**config.mk**
```make
export PLATFORM = sky130hd
export DESIGN_NAME = differential_drive_mixer_top
export DESIGN_NICKNAME = d
export VERILOG_FILES = /design/src/design/ddm_pkg.sv /design/src/design/ddm_front.sv /design/src/design/ddm_queue.sv /design/src/design/ddm_back.sv /design/src/design/differential_drive_mixer_top.sv
export SDC_FILE = /design/constraint.sdc
export NUM_CORES = 2
export LEC_CHECK = 0
export ABC_AREA = 1
export BUFFER_PORTS_ARGS = -buffer_cell sky130_fd_sc_hd__buf_4
export CAP_MARGIN = 15
export CORE_MARGIN = 2
export CORE_UTILIZATION = 30
export DETAILED_ROUTE_END_ITERATION = 10
export PLACE_DENSITY_LB_ADDON = 0.08
export SLEW_MARGIN = 20
export SYNTH_ARGS = -nofsm -noshare
export SYNTH_HDL_FRONTEND = slang
export SYNTH_HIERARCHICAL = 1
export SYNTH_SLANG_ARGS = --single-unit
```
**constraint.sdc**
```tcl
create_clock -name aclk -period 14.1 [get_ports aclk]
set_input_delay 2.82 -clock aclk [delete_from_list [all_inputs] [get_ports aclk]]
set_output_delay 2.82 -clock aclk [all_outputs]
set_load 0.005 [all_outputs]
```
**src/design/ddm_pkg.sv**
```systemverilog
package ddm_pkg;

    localparam int AXIS_W  = 11;
    localparam int WHEEL_W = 13;
    localparam int PWM_W   = 12;
    localparam int GAIN_W  = 9;
    localparam int CFG_W   = 10;
    localparam int PROD_W  = 23;
    localparam int ADDR_W  = 4;
    localparam int DATA_W  = 32;

    localparam logic signed [AXIS_W:0]  THROTTLE_KNEE = 12'sd500;
    localparam logic signed [AXIS_W:0]  THROTTLE_MAX  = 12'sd999;
    localparam logic signed [WHEEL_W-1:0] PIVOT_LIMIT = 13'sd50;
    localparam logic [GAIN_W-1:0]       Q8_ONE        = 9'd256;

    localparam logic [GAIN_W-1:0] SMOOTH_GAIN_RST = 9'd64;
    localparam logic [CFG_W-1:0]  DEAD_BAND_RST   = 10'd55;
    localparam logic [CFG_W-1:0]  PWM_OFFSET_RST  = 10'd200;
    localparam logic [CFG_W-1:0]  TURRET_THR_RST  = 10'd200;

    typedef enum logic [1:0] {
        REG_SMOOTH_GAIN = 2'd0,
        REG_DEAD_BAND   = 2'd1,
        REG_PWM_OFFSET  = 2'd2,
        REG_TURRET_THR  = 2'd3
    } reg_idx_t;

    // one classified word between front and back
    typedef struct packed {
        logic signed [WHEEL_W-1:0] left_wheel;
        logic signed [WHEEL_W-1:0] right_wheel;
        logic                      tilt_en;
        logic                      tilt_neg;
        logic                      pan_en;
        logic                      pan_neg;
    } item_t;

    // signed q8 product divided by 256, truncated toward zero
    function automatic logic signed [PROD_W-9:0] q8_trunc(input logic signed [PROD_W-1:0] p);
        logic signed [PROD_W-1:0] adj;
        adj = p + (p[PROD_W-1] ? 23'sd255 : 23'sd0);
        return adj[PROD_W-1:8];
    endfunction

endpackage

```
**src/design/ddm_front.sv**
```systemverilog
module ddm_front (
    input  logic signed [ddm_pkg::AXIS_W-1:0] v_left,
    input  logic signed [ddm_pkg::AXIS_W-1:0] h_left,
    input  logic signed [ddm_pkg::AXIS_W-1:0] v_right,
    input  logic signed [ddm_pkg::AXIS_W-1:0] h_right,
    input  logic        [ddm_pkg::CFG_W-1:0]  turret_thr,
    output ddm_pkg::item_t                    item
);

    logic signed [ddm_pkg::WHEEL_W-1:0] hl3, hr3, steer, pan_ax, thr_w, throttle;
    logic signed [ddm_pkg::WHEEL_W-1:0] vr_w, vl_w;

    always_comb begin
        // scale by 3/2 rounding toward zero
        hl3    = ddm_pkg::WHEEL_W'(h_left) * 13'sd3;
        hr3    = ddm_pkg::WHEEL_W'(h_right) * 13'sd3;
        steer  = (hl3 + (hl3[ddm_pkg::WHEEL_W-1] ? 13'sd1 : 13'sd0)) >>> 1;
        pan_ax = (hr3 + (hr3[ddm_pkg::WHEEL_W-1] ? 13'sd1 : 13'sd0)) >>> 1;
        thr_w  = $signed({3'b000, turret_thr});
        vr_w   = ddm_pkg::WHEEL_W'(v_right);
        vl_w   = ddm_pkg::WHEEL_W'(v_left);

        item.tilt_en  = (vr_w > thr_w) || (vr_w < -thr_w);
        item.tilt_neg = vr_w < -thr_w;
        item.pan_en   = (pan_ax > thr_w) || (pan_ax < -thr_w);
        item.pan_neg  = pan_ax < -thr_w;

        if (vl_w > ddm_pkg::WHEEL_W'(ddm_pkg::THROTTLE_KNEE)) begin
            throttle = ddm_pkg::WHEEL_W'(ddm_pkg::THROTTLE_MAX);
        end else if (vl_w < -ddm_pkg::WHEEL_W'(ddm_pkg::THROTTLE_KNEE)) begin
            throttle = -ddm_pkg::WHEEL_W'(ddm_pkg::THROTTLE_MAX);
        end else begin
            throttle = vl_w <<< 1;
        end

        // forward, reverse and pivot mixing; zero steering takes the left branch
        if (throttle > 13'sd0) begin
            if (steer > 13'sd0) begin
                item.right_wheel = throttle - steer;
                item.left_wheel  = throttle;
            end else begin
                item.left_wheel  = throttle + steer;
                item.right_wheel = throttle;
            end
        end else if (throttle < -ddm_pkg::PIVOT_LIMIT) begin
            if (steer > 13'sd0) begin
                item.right_wheel = throttle + steer;
                item.left_wheel  = throttle;
            end else begin
                item.left_wheel  = throttle - steer;
                item.right_wheel = throttle;
            end
        end else begin
            if (steer > 13'sd0) begin
                item.right_wheel = throttle;
                item.left_wheel  = throttle + steer;
            end else begin
                item.right_wheel = throttle - steer;
                item.left_wheel  = throttle;
            end
        end
    end

endmodule

```
**src/design/ddm_queue.sv**
```systemverilog
module ddm_queue #(
    parameter int DEPTH = 2
) (
    input  logic           aclk,
    input  logic           aresetn,
    input  logic           wr_en,
    input  ddm_pkg::item_t wr_data,
    output logic           full,
    input  logic           rd_en,
    output ddm_pkg::item_t rd_data,
    output logic           not_empty
);

    localparam int PTR_W = (DEPTH > 1) ? $clog2(DEPTH) : 1;
    localparam int CNT_W = $clog2(DEPTH + 1);
    localparam logic [PTR_W-1:0] LAST = PTR_W'(DEPTH - 1);
    localparam logic [CNT_W-1:0] FULL_CNT = CNT_W'(DEPTH);

    ddm_pkg::item_t     mem_reg [DEPTH];
    logic [PTR_W-1:0]   wr_ptr_reg, rd_ptr_reg;
    logic [CNT_W-1:0]   count_reg;

    assign full      = count_reg == FULL_CNT;
    assign not_empty = count_reg != '0;
    assign rd_data   = mem_reg[rd_ptr_reg];

    always_ff @(posedge aclk) begin
        if (wr_en) begin
            mem_reg[wr_ptr_reg] <= wr_data;
        end
    end

    always_ff @(posedge aclk) begin
        if (!aresetn) begin
            wr_ptr_reg <= '0;
            rd_ptr_reg <= '0;
            count_reg  <= '0;
        end else begin
            if (wr_en) begin
                wr_ptr_reg <= (wr_ptr_reg == LAST) ? '0 : wr_ptr_reg + 1'b1;
            end
            if (rd_en) begin
                rd_ptr_reg <= (rd_ptr_reg == LAST) ? '0 : rd_ptr_reg + 1'b1;
            end
            if (wr_en && !rd_en) begin
                count_reg <= count_reg + 1'b1;
            end else if (rd_en && !wr_en) begin
                count_reg <= count_reg - 1'b1;
            end
        end
    end

endmodule

```
**src/design/ddm_back.sv**
```systemverilog
module ddm_back (
    input  logic                              aclk,
    input  logic                              aresetn,
    input  logic                              q_valid,
    input  ddm_pkg::item_t                    q_data,
    output logic                              q_pop,
    input  logic [ddm_pkg::GAIN_W-1:0]        smooth_gain,
    input  logic [ddm_pkg::CFG_W-1:0]         dead_band,
    input  logic [ddm_pkg::CFG_W-1:0]         pwm_offset,
    output logic                              m_valid,
    input  logic                              m_ready,
    output logic [ddm_pkg::PWM_W-1:0]         m_left_pwm,
    output logic [ddm_pkg::PWM_W-1:0]         m_right_pwm,
    output logic                              m_left_dir,
    output logic                              m_right_dir,
    output logic                              m_tilt_enable,
    output logic                              m_tilt_dir,
    output logic                              m_pan_enable,
    output logic                              m_pan_dir
);

    localparam int W = ddm_pkg::WHEEL_W;

    logic                 valid_reg;
    logic [ddm_pkg::PWM_W-1:0] lpwm_reg, rpwm_reg;
    logic                 tilt_en_reg, pan_en_reg;
    logic signed [W-1:0]  prev_l_reg, prev_r_reg;
    logic                 ldir_reg, rdir_reg, tdir_reg, pdir_reg;

    logic [ddm_pkg::GAIN_W-1:0] g, g_inv;
    logic signed [ddm_pkg::PROD_W-1:0] pl_new, pl_old, pr_new, pr_old;
    logic signed [ddm_pkg::PROD_W-9:0] sum_l, sum_r;
    logic signed [W-1:0]  sl, sr, db_s;
    logic [W-1:0]         mag_l, mag_r, lpwm_w, rpwm_w;
    logic                 ldir_next, rdir_next, tdir_next, pdir_next;

    assign q_pop = q_valid && (!valid_reg || m_ready);

    always_comb begin
        g     = (smooth_gain > ddm_pkg::Q8_ONE) ? ddm_pkg::Q8_ONE : smooth_gain;
        g_inv = ddm_pkg::Q8_ONE - g;
        pl_new = ddm_pkg::PROD_W'(q_data.left_wheel)  * $signed({1'b0, g});
        pl_old = ddm_pkg::PROD_W'(prev_l_reg)         * $signed({1'b0, g_inv});
        pr_new = ddm_pkg::PROD_W'(q_data.right_wheel) * $signed({1'b0, g});
        pr_old = ddm_pkg::PROD_W'(prev_r_reg)         * $signed({1'b0, g_inv});
        sum_l = ddm_pkg::q8_trunc(pl_new) + ddm_pkg::q8_trunc(pl_old);
        sum_r = ddm_pkg::q8_trunc(pr_new) + ddm_pkg::q8_trunc(pr_old);
        sl = sum_l[W-1:0];
        sr = sum_r[W-1:0];

        db_s  = $signed({3'b000, dead_band});
        mag_l = sl[W-1] ? W'(-sl) : W'(sl);
        mag_r = sr[W-1] ? W'(-sr) : W'(sr);
        lpwm_w = (mag_l > W'(dead_band)) ? mag_l + W'(pwm_offset) : '0;
        rpwm_w = (mag_r > W'(dead_band)) ? mag_r + W'(pwm_offset) : '0;

        // direction holds inside the band; equal to the band counts as forward
        ldir_next = (sl >= db_s) ? 1'b1 : ((sl < -db_s) ? 1'b0 : ldir_reg);
        rdir_next = (sr >= db_s) ? 1'b1 : ((sr < -db_s) ? 1'b0 : rdir_reg);
        tdir_next = q_data.tilt_en ? q_data.tilt_neg : tdir_reg;
        pdir_next = q_data.pan_en ? q_data.pan_neg : pdir_reg;
    end

    always_ff @(posedge aclk) begin
        if (q_pop) begin
            lpwm_reg    <= lpwm_w[ddm_pkg::PWM_W-1:0];
            rpwm_reg    <= rpwm_w[ddm_pkg::PWM_W-1:0];
            tilt_en_reg <= q_data.tilt_en;
            pan_en_reg  <= q_data.pan_en;
        end
    end

    always_ff @(posedge aclk) begin
        if (!aresetn) begin
            valid_reg  <= 1'b0;
            prev_l_reg <= '0;
            prev_r_reg <= '0;
            ldir_reg   <= 1'b0;
            rdir_reg   <= 1'b0;
            tdir_reg   <= 1'b0;
            pdir_reg   <= 1'b0;
        end else begin
            if (q_pop) begin
                valid_reg  <= 1'b1;
                prev_l_reg <= sl;
                prev_r_reg <= sr;
                ldir_reg   <= ldir_next;
                rdir_reg   <= rdir_next;
                tdir_reg   <= tdir_next;
                pdir_reg   <= pdir_next;
            end else if (m_ready) begin
                valid_reg <= 1'b0;
            end
        end
    end

    assign m_valid       = valid_reg;
    assign m_left_pwm    = lpwm_reg;
    assign m_right_pwm   = rpwm_reg;
    assign m_left_dir    = ldir_reg;
    assign m_right_dir   = rdir_reg;
    assign m_tilt_enable = tilt_en_reg;
    assign m_tilt_dir    = tdir_reg;
    assign m_pan_enable  = pan_en_reg;
    assign m_pan_dir     = pdir_reg;

endmodule

```
**src/design/differential_drive_mixer_top.sv**
```systemverilog
// path: an accepted word is written into the queue, then registered in the back end output stage
// throughput: one word per cycle while m_ready holds, set by the smoothing unit in the back end
// a QUEUE_DEPTH-entry queue between front end and back end absorbs output stalls
// reset: synchronous active-low aresetn clears the queue, output valid, smoothed wheel
// state and direction bits, and loads the default configuration registers
module differential_drive_mixer_top #(
    parameter int QUEUE_DEPTH = 2
) (
    input  logic                              aclk,
    input  logic                              aresetn,
    input  logic                              s_valid,
    output logic                              s_ready,
    input  logic signed [ddm_pkg::AXIS_W-1:0] s_v_left,
    input  logic signed [ddm_pkg::AXIS_W-1:0] s_h_left,
    input  logic signed [ddm_pkg::AXIS_W-1:0] s_v_right,
    input  logic signed [ddm_pkg::AXIS_W-1:0] s_h_right,
    output logic                              m_valid,
    input  logic                              m_ready,
    output logic [ddm_pkg::PWM_W-1:0]         m_left_pwm,
    output logic [ddm_pkg::PWM_W-1:0]         m_right_pwm,
    output logic                              m_left_dir,
    output logic                              m_right_dir,
    output logic                              m_tilt_enable,
    output logic                              m_tilt_dir,
    output logic                              m_pan_enable,
    output logic                              m_pan_dir,
    input  logic                              psel,
    input  logic                              penable,
    input  logic                              pwrite,
    input  logic [ddm_pkg::ADDR_W-1:0]        paddr,
    input  logic [ddm_pkg::DATA_W-1:0]        pwdata,
    output logic [ddm_pkg::DATA_W-1:0]        prdata,
    output logic                              pready
);

    logic [ddm_pkg::GAIN_W-1:0] smooth_gain_reg;
    logic [ddm_pkg::CFG_W-1:0]  dead_band_reg, pwm_offset_reg, turret_thr_reg;
    ddm_pkg::reg_idx_t          reg_sel;

    ddm_pkg::item_t front_item, q_item;
    logic           q_full, q_valid, q_pop, push;

    assign pready  = 1'b1;
    assign reg_sel = ddm_pkg::reg_idx_t'(paddr[3:2]);

    always_ff @(posedge aclk) begin
        if (!aresetn) begin
            smooth_gain_reg <= ddm_pkg::SMOOTH_GAIN_RST;
            dead_band_reg   <= ddm_pkg::DEAD_BAND_RST;
            pwm_offset_reg  <= ddm_pkg::PWM_OFFSET_RST;
            turret_thr_reg  <= ddm_pkg::TURRET_THR_RST;
        end else if (psel && penable && pwrite) begin
            case (reg_sel)
                ddm_pkg::REG_SMOOTH_GAIN: smooth_gain_reg <= pwdata[ddm_pkg::GAIN_W-1:0];
                ddm_pkg::REG_DEAD_BAND:   dead_band_reg   <= pwdata[ddm_pkg::CFG_W-1:0];
                ddm_pkg::REG_PWM_OFFSET:  pwm_offset_reg  <= pwdata[ddm_pkg::CFG_W-1:0];
                ddm_pkg::REG_TURRET_THR:  turret_thr_reg  <= pwdata[ddm_pkg::CFG_W-1:0];
                default: ;
            endcase
        end
    end

    always_comb begin
        case (reg_sel)
            ddm_pkg::REG_SMOOTH_GAIN: prdata = ddm_pkg::DATA_W'(smooth_gain_reg);
            ddm_pkg::REG_DEAD_BAND:   prdata = ddm_pkg::DATA_W'(dead_band_reg);
            ddm_pkg::REG_PWM_OFFSET:  prdata = ddm_pkg::DATA_W'(pwm_offset_reg);
            ddm_pkg::REG_TURRET_THR:  prdata = ddm_pkg::DATA_W'(turret_thr_reg);
            default:                  prdata = '0;
        endcase
    end

    assign s_ready = !q_full;
    assign push    = s_valid && s_ready;

    ddm_front u_front (
        .v_left     (s_v_left),
        .h_left     (s_h_left),
        .v_right    (s_v_right),
        .h_right    (s_h_right),
        .turret_thr (turret_thr_reg),
        .item       (front_item)
    );

    ddm_queue #(
        .DEPTH (QUEUE_DEPTH)
    ) u_queue (
        .aclk      (aclk),
        .aresetn   (aresetn),
        .wr_en     (push),
        .wr_data   (front_item),
        .full      (q_full),
        .rd_en     (q_pop),
        .rd_data   (q_item),
        .not_empty (q_valid)
    );

    ddm_back u_back (
        .aclk          (aclk),
        .aresetn       (aresetn),
        .q_valid       (q_valid),
        .q_data        (q_item),
        .q_pop         (q_pop),
        .smooth_gain   (smooth_gain_reg),
        .dead_band     (dead_band_reg),
        .pwm_offset    (pwm_offset_reg),
        .m_valid       (m_valid),
        .m_ready       (m_ready),
        .m_left_pwm    (m_left_pwm),
        .m_right_pwm   (m_right_pwm),
        .m_left_dir    (m_left_dir),
        .m_right_dir   (m_right_dir),
        .m_tilt_enable (m_tilt_enable),
        .m_tilt_dir    (m_tilt_dir),
        .m_pan_enable  (m_pan_enable),
        .m_pan_dir     (m_pan_dir)
    );

endmodule

```
==> flow_metrics.py <==
metrics = {
    "status": {
        "outcome": "finished, final reports clean",
    },
    "die": {
        "dieHeight_um": 355,
        "die_width_um": 355,
        "die_area_mm2": 0.126,
        "initial_core_util": 0.303,
        "ios": 152,
        "core_area_mm2": 0.122,
        "row_count": 128,
    },
    "synth": {
        "seq_area_frac_synth": 0.111,
        "synthesis.area_mm2": 0.0369,
        "synthArstFlopShare": 0,
        "syn_area_per_cell_um2": 7.21,
        "synth_top_area_frac": 0.223,
        "yosys_warnings": 6,
        "ys.flop_type": "edfxtp_1",
        "syn_inst": 5117,
        "ys_ff_latch": 161,
        "synthTopCellsByArea": "fa_1 22%, ha_1 15%, nand2_1 12%",
        "yosysTopAreaCell": "fa_1",
        "synth.distinct_cells": 76,
        "synth-edff-count": 86,
    },
    "route": {
        "avgViaCountPerCell": 4.60,
        "dr_wl_met2_um": 53800,
        "routed-wl-met3_um": 2860,
        "dr.pass1.iters": 5,
        "dr.first_iter.drc_count": 1415,
        "wl_met1_um": 55200,
        "wl_per_cell_um": 16.5,
        "ant_nets": 0,
        "top_layer": "met4",
        "num_vias": 31500,
        "drt_drc_violations_left": 0,
        "totalWireLength_um": 113000,
    },
    "timing": {
        "finalSetupViolCount": 0,
        "post-route-period-util": 0.911,
        "hold_violations": 0,
        "tns_ns": 0,
        "rsz0062_at_grt": "false",
        "timing.final.crit_period_ns": 12.84,
        "max_slew.worst_pin.slew_ns": 1.02,
        "drv_slew": 0,
        "fmax_mhz": 77.9,
        "fin_ws_ns": 1.26,
        "maxSlewHeadroom": 0.319,
        "fin_worst_skew_ns": 0.0173,
    },
    "run": {
        "drv_cap": 0,
    },
    "layout": {
        "areaGrowthSynthToFinish_pct": 9.04,
        "n_antenna_cell": 0,
        "drive_gt1_frac": 0.0771,
        "final_nets": 6147,
        "largest_register_ffs": 60,
        "final_cells": 6849,
    },
    "setup_path": {
        "cp.required_ns": 14.38,
        "critPathKind": "register to register",
        "cp-start-kind": "register",
        "critPathCaptureType": "register",
        "critPathMaxStageDelay_ns": 0.58,
        "cp_slowest_cell": "fa_1",
        "worst_ep_arrival_time_ns": 13.12,
        "cp_max_fo": 12,
        "r2r_cells": 72,
        "cp_common_cell": "nand2_1",
    },
    "clock_tree": {
        "post_cts_buffers": 0,
        "cts_sinks": 161,
        "htreeDepth": 4,
        "clk_latency_ns": 0.52,
        "clk_pin_slew_ns": 0.08,
        "cts_root_buffer": "clkbuf_16",
        "cts_tree": "yes",
        "cts_max_path_buffers": 2,
        "cts_buffers": 17,
    },
    "grt": {
        "grt_pass1_wl_um": 184000,
        "grt_remaining_overflow": 0,
        "grt_max_degree": 53,
        "grt_pass1_vias": 32700,
        "grt_usage": 0.186,
        "antenna_found_initial": 0,
    },
    "place": {
        "dp_cells": 6817,
        "dp_worst_setup_slack_ns": 0.504,
        "place_hpwl_um": 96600,
        "io_buffers": 104,
        "globalplace.congestion": 0.867,
    },
    "worst_hold_path": {
        "hold_path.class": "register to register",
        "holdPathStages": 2,
    },
}
timing repair:
item	4_1_cts	5_1_grt
hold buffers	0	0
gates resized for setup	0	4
endpoints found under the setup margin	0	24
worst max-delay path: cells and delay by family (launching register included):
kind            cells  cell delay [ns]
buf+inv            12             1.33
flops               1             0.40
compound gates      8             1.34
xor+xnor            2             0.42
fa+ha+maj           9             4.00
simple gates       41             5.10
cells in the final DEF, fill, tap and decap left out, types with 10 or more instances in the layout:
cell and instances:
inv_1 1063, ha_1 437, nand4_1 72, nor4_1 11, nand2_1 1137, fa_1 412
o21ai_1 25, edfxtp_1 86, nand3_1 282, or2_2 10, nand3b_1 17, a21oi_1 225
conb_1 23, xor2_1 136, inv_2 25, nand2_2 34, o21ai_0 106, mux2_4 30
nor2_2 42, clkbuf_16 18, o21bai_1 11, nor2_1 524, a31oi_1 12, nor3_1 38
dfxtp_1 74, xnor2_1 46, buf_4 154
cells in the mapped netlist, types with 39 or more instances:
cell type     n
nand2_1    1138
inv_1      1065
nor2_1      527
ha_1        437
fa_1        412
nand3_1     282
a21oi_1     226
xor2_1      137
o21ai_0     107
edfxtp_1     86
dfxtp_1      75
nand4_1      72
clkbuf_1     48
xnor2_1      46
nor2_2       40
nor3_1       39
cells by family after synthesis:
| logic type | share of synthesized area |
|---|---|
| and+or+nand+nor | 0.262 |
| buffers and inverters | 0.127 |
| adders and majority gates | 0.372 |
| AOI/OAI and AO/OA | 0.0710 |
| xor gates and xnor gates | 0.0452 |
| DFF | 0.111 |
| muxes | 0.0127 |
| other | 0.000203 |
through the flow:
| step | hold slack, ns | utilization | cell area, um^2 |
|---|---|---|---|
| 3_3_place_gp | 0.461 | 0.325 | 39600 |
| 6_report | 0.478 | 0.330 | 40200 |
| 5_1_grt | 0.488 | 0.330 | 40200 |
| 3_5_place_dp | 0.460 | 0.325 | 39600 |
| 2_1_floorplan | 0.455 | - | 37000 |
| 4_1_cts | 0.478 | 0.330 | 40200 |
routing by layer:
metal	vias to the layer above	track usage
li1	16000	-
met1	15100	0.255
met2	393	0.320
met3	54	0.0165
met4	0	0.0323
met5	-	0
layout make-up:
cell class	instances	area [um^2]
tap	1625	2030
clock buffer	18	450
clock inverter	14	138
sequential	161	4090
multi-input combinational	3778	28300
timing repair buffer	154	1160
inverter	1099	4130
fill	13400	81600
worst paths after layout:
kind                                          from                     to  slack (ns)
worst max-delay path            smooth_gain_reg[7]  u_back/m_left_pwm[11]        1.26
worst min-delay path              u_back/m_pan_dir       u_back/m_pan_dir        0.48
worst max register to register  smooth_gain_reg[7]  u_back/m_left_pwm[11]        1.26
worst min register to register    u_back/m_pan_dir       u_back/m_pan_dir        0.48
Power is not shown: default switching activity piles up to over one toggle a cycle in this logic, so the estimate is an artifact.
